### src/spdc_pkg.sv
// shared types and constants for the delay compensator
// no dependencies; imported by the top level and the multiplier unit
`default_nettype none

package spdc_pkg;

    // configuration register map, index = paddr[3:2]
    typedef enum logic [1:0] {
        REG_ENABLE       = 2'd0,
        REG_DELAY_LENGTH = 2'd1,
        REG_STRENGTH     = 2'd2,
        REG_FILTER_GAIN  = 2'd3
    } spdc_reg_idx_t;

    localparam int CFG_ADDR_BITS  = 4;
    localparam int CFG_DATA_BITS  = 32;
    localparam int LEN_BITS       = 6;
    localparam int COEF_BITS      = 16;
    localparam int FRAC_BITS      = 8;
    localparam logic [COEF_BITS-1:0] STRENGTH_RESET = 16'd8192;

    // sequencer states
    typedef enum logic [3:0] {
        ST_CLEAR,
        ST_IDLE,
        ST_WRITE,
        ST_READ,
        ST_DIFF,
        ST_MUL1,
        ST_UPDATE,
        ST_ERR,
        ST_MUL2,
        ST_DONE
    } spdc_state_t;

endpackage

`default_nettype wire

### src/spdc_mul.sv
// shared signed-by-unsigned multiplier with registered product
// uses spdc_pkg for the coefficient width
`default_nettype none

module spdc_mul #(
    parameter int A_BITS = 25
) (
    input  wire logic                                        clk,
    input  wire logic                                        en,
    input  wire logic signed [A_BITS-1:0]                    a,
    input  wire logic        [spdc_pkg::COEF_BITS-1:0]       b,
    output logic signed      [A_BITS+spdc_pkg::COEF_BITS-1:0] prod
);
    import spdc_pkg::*;

    localparam int P_BITS = A_BITS + COEF_BITS;

    logic signed [P_BITS-1:0] full;
    logic signed [COEF_BITS:0] b_ext;
    logic signed [P_BITS-1:0] prod_reg;

    assign b_ext = {1'b0, b};
    // unsigned b below 2^16 keeps the product inside P_BITS signed bits
    assign full  = P_BITS'(a) * P_BITS'(b_ext);

    always_ff @(posedge clk)
    begin
        if (en)
        begin
            prod_reg <= full;
        end
    end

    assign prod = prod_reg;

endmodule

`default_nettype wire

### src/smith_predictor_delay_compensator.sv
// smith predictor delay compensator with first-order low-pass on the delayed sample
// depends on spdc_pkg and spdc_mul
// an enabled item steps through write, read, diff, mul1, update, err, mul2 and done;
// a disabled item goes from idle straight to done; items are taken one at a time,
// as set by the single shared multiplier, used twice per enabled item, and the
// one-port ring memory; after reset a clearing pass zeroes the ring while in_ready
// stays low (config writes are taken during it)
`default_nettype none

module smith_predictor_delay_compensator #(
    parameter int DELAY_DEPTH = 64,
    parameter int SAMPLE_BITS = 16
) (
    input  wire logic                                  clk,
    input  wire logic                                  rst_n,
    // input sample channel
    input  wire logic                                  in_valid,
    output logic                                       in_ready,
    input  wire logic signed [SAMPLE_BITS-1:0]         sample_in,
    // output sample channel
    output logic                                       out_valid,
    input  wire logic                                  out_ready,
    output logic signed [SAMPLE_BITS-1:0]              sample_out,
    // configuration port
    input  wire logic                                  psel,
    input  wire logic                                  penable,
    input  wire logic                                  pwrite,
    input  wire logic [spdc_pkg::CFG_ADDR_BITS-1:0]    paddr,
    input  wire logic [spdc_pkg::CFG_DATA_BITS-1:0]    pwdata,
    output logic [spdc_pkg::CFG_DATA_BITS-1:0]         prdata,
    output logic                                       pready
);
    import spdc_pkg::*;

    // widths
    localparam int SB = SAMPLE_BITS;
    localparam int AW = $clog2(DELAY_DEPTH);       // ring address
    localparam int LW = (AW > LEN_BITS) ? AW : LEN_BITS;
    localparam int FW = SB + FRAC_BITS;            // filter state, 8 fraction bits
    localparam int DW = FW + 1;                    // differences of two Q.8 values
    localparam int PW = DW + COEF_BITS;            // product
    localparam int RW = PW - 22;                   // correction term after rounding

    localparam logic [LW-1:0] LAST_MAX = LW'(DELAY_DEPTH - 1);
    localparam logic signed [PW-1:0] HALF16 = {{(PW-16){1'b0}}, 1'b1, 15'b0};
    localparam logic signed [PW-1:0] HALF22 = {{(PW-22){1'b0}}, 1'b1, 21'b0};
    localparam logic signed [SB+3:0] SAT_HI = {5'b00000, {(SB-1){1'b1}}};
    localparam logic signed [SB+3:0] SAT_LO = {5'b11111, {(SB-1){1'b0}}};

    // ---------------------------------------------------------------
    // configuration registers
    // ---------------------------------------------------------------
    logic                  enable_reg;
    logic [LEN_BITS-1:0]   delay_length_reg;
    logic [COEF_BITS-1:0]  strength_reg;
    logic [COEF_BITS-1:0]  filter_gain_reg;
    logic                  cfg_write;
    spdc_reg_idx_t         cfg_idx;

    assign pready    = 1'b1;
    assign cfg_idx   = spdc_reg_idx_t'(paddr[3:2]);
    assign cfg_write = psel && penable && pwrite && pready;

    always_ff @(posedge clk or negedge rst_n)
    begin
        if (!rst_n)
        begin
            enable_reg       <= 1'b0;
            delay_length_reg <= '0;
            strength_reg     <= STRENGTH_RESET;
            filter_gain_reg  <= '0;
        end
        else if (cfg_write)
        begin
            unique case (cfg_idx)
                REG_ENABLE:       enable_reg       <= pwdata[0];
                REG_DELAY_LENGTH: delay_length_reg <= pwdata[LEN_BITS-1:0];
                REG_STRENGTH:     strength_reg     <= pwdata[COEF_BITS-1:0];
                REG_FILTER_GAIN:  filter_gain_reg  <= pwdata[COEF_BITS-1:0];
            endcase
        end
    end

    // register read-back, zero-extended
    always_comb
    begin
        unique case (cfg_idx)
            REG_ENABLE:       prdata = CFG_DATA_BITS'(enable_reg);
            REG_DELAY_LENGTH: prdata = CFG_DATA_BITS'(delay_length_reg);
            REG_STRENGTH:     prdata = CFG_DATA_BITS'(strength_reg);
            REG_FILTER_GAIN:  prdata = CFG_DATA_BITS'(filter_gain_reg);
        endcase
    end

    // ---------------------------------------------------------------
    // datapath state
    // ---------------------------------------------------------------
    spdc_state_t               state_reg, state_next;
    logic [AW-1:0]             clr_cnt_reg;
    logic [AW-1:0]             pos_reg;
    logic signed [FW-1:0]      fstate_reg;
    logic signed [SB-1:0]      sample_reg;
    logic signed [SB-1:0]      rd_data_reg;
    logic signed [DW-1:0]      op_a_reg;
    logic [COEF_BITS-1:0]      op_b_reg;
    logic                      out_valid_reg;
    logic signed [SB-1:0]      sample_out_reg;

    // ring memory
    logic signed [SB-1:0]      ring_mem [DELAY_DEPTH];

    // ring length clamp and position advance
    logic [LW-1:0]             len_ext;
    logic [LW-1:0]             last_idx;
    logic [LW:0]               pos_inc;
    logic [AW-1:0]             pos_next;

    assign len_ext  = LW'(delay_length_reg);
    assign last_idx = (len_ext > LAST_MAX) ? LAST_MAX : len_ext;
    assign pos_inc  = (LW+1)'(pos_reg) + (LW+1)'(1);
    // a position left beyond a shortened ring also wraps to zero here
    assign pos_next = (pos_inc > (LW+1)'(last_idx)) ? '0 : pos_inc[AW-1:0];

    // q.8 views of the delayed entry and of the current sample
    logic signed [FW-1:0]      x_q8;
    logic signed [FW-1:0]      samp_q8;
    logic signed [DW-1:0]      diff_val;
    logic signed [DW-1:0]      err_val;

    assign x_q8     = {rd_data_reg, {FRAC_BITS{1'b0}}};
    assign samp_q8  = {sample_reg, {FRAC_BITS{1'b0}}};
    assign diff_val = DW'(x_q8) - DW'(fstate_reg);
    assign err_val  = DW'(samp_q8) - DW'(fstate_reg);

    // shared multiplier
    logic                      mul_en;
    logic signed [PW-1:0]      prod;

    spdc_mul #(
        .A_BITS (DW)
    ) u_mul (
        .clk  (clk),
        .en   (mul_en),
        .a    (op_a_reg),
        .b    (op_b_reg),
        .prod (prod)
    );

    // rounding: add half, keep the upper bits (arithmetic floor)
    logic signed [PW-1:0]      p16;
    logic signed [PW-1:0]      p22;
    logic signed [DW-1:0]      r16;
    logic signed [RW-1:0]      r22;
    logic signed [DW-1:0]      fstate_sum;
    logic signed [SB+3:0]      out_sum;
    logic signed [SB-1:0]      out_sat;
    logic signed [SB-1:0]      result;

    assign p16        = prod + HALF16;
    assign p22        = prod + HALF22;
    assign r16        = p16[PW-1:16];
    assign r22        = p22[PW-1:22];
    // k below one keeps the filter state inside FW bits
    assign fstate_sum = DW'(fstate_reg) + r16;
    assign out_sum    = (SB+4)'(sample_reg) + (SB+4)'(r22);

    always_comb
    begin
        priority if (out_sum > SAT_HI)
        begin
            out_sat = SAT_HI[SB-1:0];
        end
        else if (out_sum < SAT_LO)
        begin
            out_sat = SAT_LO[SB-1:0];
        end
        else
        begin
            out_sat = out_sum[SB-1:0];
        end
    end

    // bypass if off; user keeps config stable with an item in flight, not enforced
    assign result = enable_reg ? out_sat : sample_reg;

    // ---------------------------------------------------------------
    // sequencer
    // ---------------------------------------------------------------
    logic                      in_beat;
    logic                      out_load;
    logic                      mem_we;
    logic [AW-1:0]             mem_waddr;
    logic signed [SB-1:0]      mem_wdata;

    assign in_ready  = (state_reg == ST_IDLE);
    assign in_beat   = in_valid && in_ready;
    assign out_valid = out_valid_reg;
    assign sample_out = sample_out_reg;

    always_comb
    begin
        state_next = state_reg;
        mul_en     = 1'b0;
        out_load   = 1'b0;
        mem_we     = 1'b0;
        mem_waddr  = pos_reg;
        mem_wdata  = sample_reg;
        unique case (state_reg)
            ST_CLEAR:
            begin
                // zero one ring entry per cycle after reset
                mem_we    = 1'b1;
                mem_waddr = clr_cnt_reg;
                mem_wdata = '0;
                if (clr_cnt_reg == AW'(DELAY_DEPTH - 1))
                begin
                    state_next = ST_IDLE;
                end
            end
            ST_IDLE:
            begin
                if (in_beat)
                begin
                    state_next = enable_reg ? ST_WRITE : ST_DONE;
                end
            end
            ST_WRITE:
            begin
                mem_we     = 1'b1;
                state_next = ST_READ;
            end
            ST_READ:   state_next = ST_DIFF;
            ST_DIFF:   state_next = ST_MUL1;
            ST_MUL1:
            begin
                mul_en     = 1'b1;
                state_next = ST_UPDATE;
            end
            ST_UPDATE: state_next = ST_ERR;
            ST_ERR:    state_next = ST_MUL2;
            ST_MUL2:
            begin
                mul_en     = 1'b1;
                state_next = ST_DONE;
            end
            ST_DONE:
            begin
                // wait here while an earlier result is still held
                if (!out_valid_reg || out_ready)
                begin
                    out_load   = 1'b1;
                    state_next = ST_IDLE;
                end
            end
            default:   state_next = ST_IDLE;
        endcase
    end

    always_ff @(posedge clk or negedge rst_n)
    begin
        if (!rst_n)
        begin
            state_reg     <= ST_CLEAR;
            clr_cnt_reg   <= '0;
            pos_reg       <= '0;
            fstate_reg    <= '0;
            out_valid_reg <= 1'b0;
        end
        else
        begin
            state_reg <= state_next;
            if (state_reg == ST_CLEAR)
            begin
                clr_cnt_reg <= clr_cnt_reg + AW'(1);
            end
            if (state_reg == ST_WRITE)
            begin
                pos_reg <= pos_next;
            end
            if (state_reg == ST_UPDATE)
            begin
                fstate_reg <= fstate_sum[FW-1:0];
            end
            if (out_load)
            begin
                out_valid_reg <= 1'b1;
            end
            else if (out_ready)
            begin
                out_valid_reg <= 1'b0;
            end
        end
    end

    // payload registers
    always_ff @(posedge clk)
    begin
        if (in_beat)
        begin
            sample_reg <= sample_in;
        end
        if (state_reg == ST_DIFF)
        begin
            op_a_reg <= diff_val;
            op_b_reg <= filter_gain_reg;
        end
        if (state_reg == ST_ERR)
        begin
            op_a_reg <= err_val;
            op_b_reg <= strength_reg;
        end
        if (out_load)
        begin
            sample_out_reg <= result;
        end
    end

    // ring memory: one write port, registered read of the oldest entry
    always_ff @(posedge clk)
    begin
        if (mem_we)
        begin
            ring_mem[mem_waddr] <= mem_wdata;
        end
        if (state_reg == ST_READ)
        begin
            rd_data_reg <= ring_mem[pos_reg];
        end
    end

endmodule

`default_nettype wire

### config.mk
export PLATFORM = sky130hd
export DESIGN_NAME = smith_predictor_delay_compensator
export DESIGN_NICKNAME = d
export VERILOG_FILES = /design/src/spdc_pkg.sv /design/src/spdc_mul.sv /design/src/smith_predictor_delay_compensator.sv
export SDC_FILE = /design/constraint.sdc
export NUM_CORES = 2
export LEC_CHECK = 0
export BUFFER_PORTS_ARGS = -buffer_cell sky130_fd_sc_hd__buf_2
export CAP_MARGIN = 20
export CORE_MARGIN = 1.5
export CORE_UTILIZATION = 40
export CTS_CLUSTER_SIZE = 40
export DETAILED_ROUTE_END_ITERATION = 8
export SETUP_SLACK_MARGIN = 0.05
export SLEW_MARGIN = 20
export SYNTH_ARGS = -nofsm -noshare
export SYNTH_HDL_FRONTEND = slang
export SYNTH_SLANG_ARGS = --single-unit
### constraint.sdc
create_clock -name clk -period 6.1 [get_ports clk]
set_input_delay 0.305 -clock clk [delete_from_list [all_inputs] [get_ports clk]]
set_output_delay 0.305 -clock clk [all_outputs]
set_load 0.02 [all_outputs]
==> results.md <==
* Yosys Warn Count at 0
* Clk Latency, worst-skew pair at between 700 and 800 ps
* Layout Nets at around 5200
* Slew Viols, Final at 0
* WS Path Type: flop to flop
* Max clock buf depth at 3
* Mux cell area share after synthesis at 0.134
* Inserted Clock Buffers at 132
* Clock tree root driver cell: clkbuf_16
* Critical path data arrival time at roughly 6800 ps
* Syn avg cell area at 15.4 um2
* Mean number of vias per cell at 5.28
* Yosys top cell by area: edfxtp_1
* Vias in the first global route at between 30000 and 40000
* Top cell type's share of synthesized area at 0.528
* Crit-path cells: buf_4, clkbuf_16, and2_1, fa_1, inv_1, fa_1, fa_1, inv_1, fa_2, fa_1, inv_1, fa_1, inv_1, ha_1, a21oi_1, o21ai_1, a221o_1, a221oi_2, buf_4, o21ai_4, a2111o_1, o2111ai_2
* Synthesized area at 64800 um2
* Reg2Reg Depth at 22
* DRT iter0 DRCs at slightly above 3000
* Fillers at between 10000 and 15000
* Post-DP HPWL at between 100000 and 150000 um
* # rows at ~150
* Worst Path Required at 6690 ps
* Status: finished, violations left
* Place WS at -364 ps
* Rel. slew slack at 0.264
* Register area at about 36000 um2
* Vias after detailed routing at 36300
* Core area at 161000 um2
* GRT Util Overall at 0.198
* Cells after synthesis at about 4200
* Initial antenna violation count at 10
* Slack of the critical path at -116 ps
* Worst path bufs/invs at 7
* Post-route clock period utilization at 1.02
* Largest cells by area after synthesis: edfxtp_1 (53%), fa_1 (12%), mux4_2 (12%)
* Startpoint Class: flop
* Post-route ant nets at 0
* Multi-input logic area at roughly 27000 um2
* R2r setup slk at -120 ps
* Post-synthesis compound-gate area fraction at 0.0326
* Post-synth top flop: edfxtp_1
* Crit path max fanout at 10
* Drc violations at 0
* Max Freq at approximately 0.16 GHz
* WL per Instance at 23.2 um
* Post-layout minimum cycle time at roughly 6200 ps
* EDFF count, synth at ~1100
* Pre-Repair DR Iteration Count at 6
* Setup Viol. Count Final at 8
* Post-synthesis sequential area ratio at 0.559
* Most frequent CP cell: fa_1
* FF-to-FF End: u_mul.prod[34]
* Violated checks: setup timing
* Worst Max-Slew Pin Slew at about 1100 ps
* Min-delay worst type: input port to async pin
* H-tree depth at 4
* Clock transition at path regs at ~60 ps
* Final Hold Viols at 0
* RSZ-0062 raised after global routing: yes
* Io pins at 110
* Synth-to-layout area growth at 16.1%
* CP top delay family: adder cells
* Largest net degree at the start of global routing at 100
* Post-synthesis cell type count at 91
* Max Cap Viol at 0
* R2r startpoint: op_b_reg[7]
* Final Wtd Congestion at 0.876
* Kind of end point of the critical path: flop
* Die Y at between 400 and 500 um
* Fraction of layout cells with a size suffix above 1 at 0.245
* Crit path largest cell delay at about 520 ps
* Seq cells post-synth at approximately 1200
* First-pass GRT wire length at 240000 um
* Clock tree from TritonCTS: built
* Initial Util at 0.403
* Post-synthesis adder-cell area fraction at 0.151
* Max reg flops at between 1000 and 1500
* WL final at roughly 160000 um
* Hold_ws at between 60 and 70 ps
* Largest family of logic cells by synthesized area: adder cells
* Die area at 164000 um2
* CTS Sinks at around 1200
* Critical path's slowest cell: fa_1
* Final worst clock skew at 30.4 ps
* GRT overflow at 0
* Chip width at about 400 um
* Post-synthesis xor/xnor area fraction at 0.0165
* Synth async-reset ratio at 0.0656
* Simple-gate share of the synthesized area at 0.0661
* PortBufs at between 70 and 80
* Setup TNS at -385 ps
==> final cells by class <==
| class | count | area share |
|---|---|---|
| inverter | 487 | 0.0243 |
| antenna | 2 | 0.0000665 |
| clock inverter | 78 | 0.0104 |
| multi-input combinational | 2320 | 0.354 |
| tap | 2160 | 0.0359 |
| timing repair buffer | 438 | 0.0474 |
| clock buffer | 164 | 0.0463 |
| sequential | 1219 | 0.481 |
==> metrics by stage <==
stage | instances | utilization | area (um2)
global placement | 6539 | 0.433 | 69600
detailed placement | 6539 | 0.433 | 69600
CTS | 6857 | 0.466 | 74900
finish | 6868 | 0.468 | 75200
floorplan | 4219 | - | 64900
global route | 6866 | 0.468 | 75200
==> how the worst max path moves through the flow <==
stage                  from              to  slack, ps  cells past startpoint
2_1_floorplan   op_b_reg[3]  u_mul.prod[34]         60                     21
3_3_place_gp   op_a_reg[11]  u_mul.prod[26]       -350                     20
3_5_place_dp   op_a_reg[12]  u_mul.prod[40]       -360                     21
4_1_cts         op_b_reg[5]  u_mul.prod[37]        -70                     24
5_1_grt        op_a_reg[13]  u_mul.prod[40]       -320                     21
6_report        op_b_reg[7]  u_mul.prod[34]       -120                     22
==> cells by family (layout without fill, tap and decap cells) <==
group                      count (synthesis)  after routing
buffers and inverters                    680           1167
DFF                                     1219           1219
and+or+nand+nor                          888            888
AOI/OAI and AO/OA                        304            304
other                                      2             19
adders and majority gates                553            553
muxes                                    436            436
xor gates and xnor gates                 122            122
==> synth_stat cells, types with 27 or more instances <==
library cell and n:
nor3_1 42, mux4_2 337, inv_1 486, xnor2_1 76, xor2_1 46, and2_1 164, mux2_2 73, ha_1 167
nand2_1 363, a21oi_1 66, a21o_1 27, nand3_1 37, dfrtp_1 79, nor2_1 149, clkbuf_1 140, o21ai_0 71
nor2b_1 40, fa_1 386, edfxtp_1 1139
==> cells in the final DEF (no fill, tap or decap), types with 12 or more instances in the layout <==
cell type      synthesis  final
edfxtp_1            1139   1139
inv_1                486    473
fa_1                 386    369
nand2_1              363    360
mux4_2               337    337
buf_4                 17    279
and2_1               164    153
ha_1                 167    152
nor2_1               149    143
clkbuf_16              0    134
dfrtp_1               79     75
xnor2_1               76     74
mux2_2                73     73
buf_2                 26     73
o21ai_0               71     67
a21oi_1               66     54
xor2_1                46     44
nor3_1                42     39
dlygate4sd3_1          0     38
nand3_1               37     36
clkinv_1               1     31
a21o_1                27     27
clkbuf_1             140     27
mux2i_1               26     26
buf_6                  1     26
nor2b_1               40     25
nand4_1               21     21
buf_12                 0     19
and3_1                17     17
fa_2                   0     17
conb_1                 2     17
clkinv_2               0     17
nor2b_4                1     16
o21a_1                16     15
inv_2                  0     13
ha_4                   0     13
o211ai_1              12     12
a31oi_1               12     12
==> worst register-to-register path: cells and delay by family (launching register included) <==
kind | cells | cell delay (ps)
buffers and inverters | 7 | 780
AOI/OAI and AO/OA | 7 | 1500
and+or+nand+nor | 1 | 170
adders and majority gates | 7 | 3200
DFF | 1 | 430
==> timing repair <==
action,4_1_cts,5_1_grt
hold endpoints to repair,94,0
cloned,2,1
gates resized for setup,86,54
hold buffers,38,0
setup endpoints to repair,18,19
pin swaps,43,58
setup buffers,36,11
==> metal layers <==
metal | track usage | up-vias | part of all wire
met5 | 0 | - | 0.00024
met1 | 0.271 | 19100 | 0.43
li1 | - | 16000 | -
met3 | 0.0350 | 233 | 0.055
met2 | 0.325 | 977 | 0.49
met4 | 0.0528 | 6 | 0.024
Power is not shown: default switching activity piles up to over one toggle a cycle in this logic, so the estimate is an artifact.
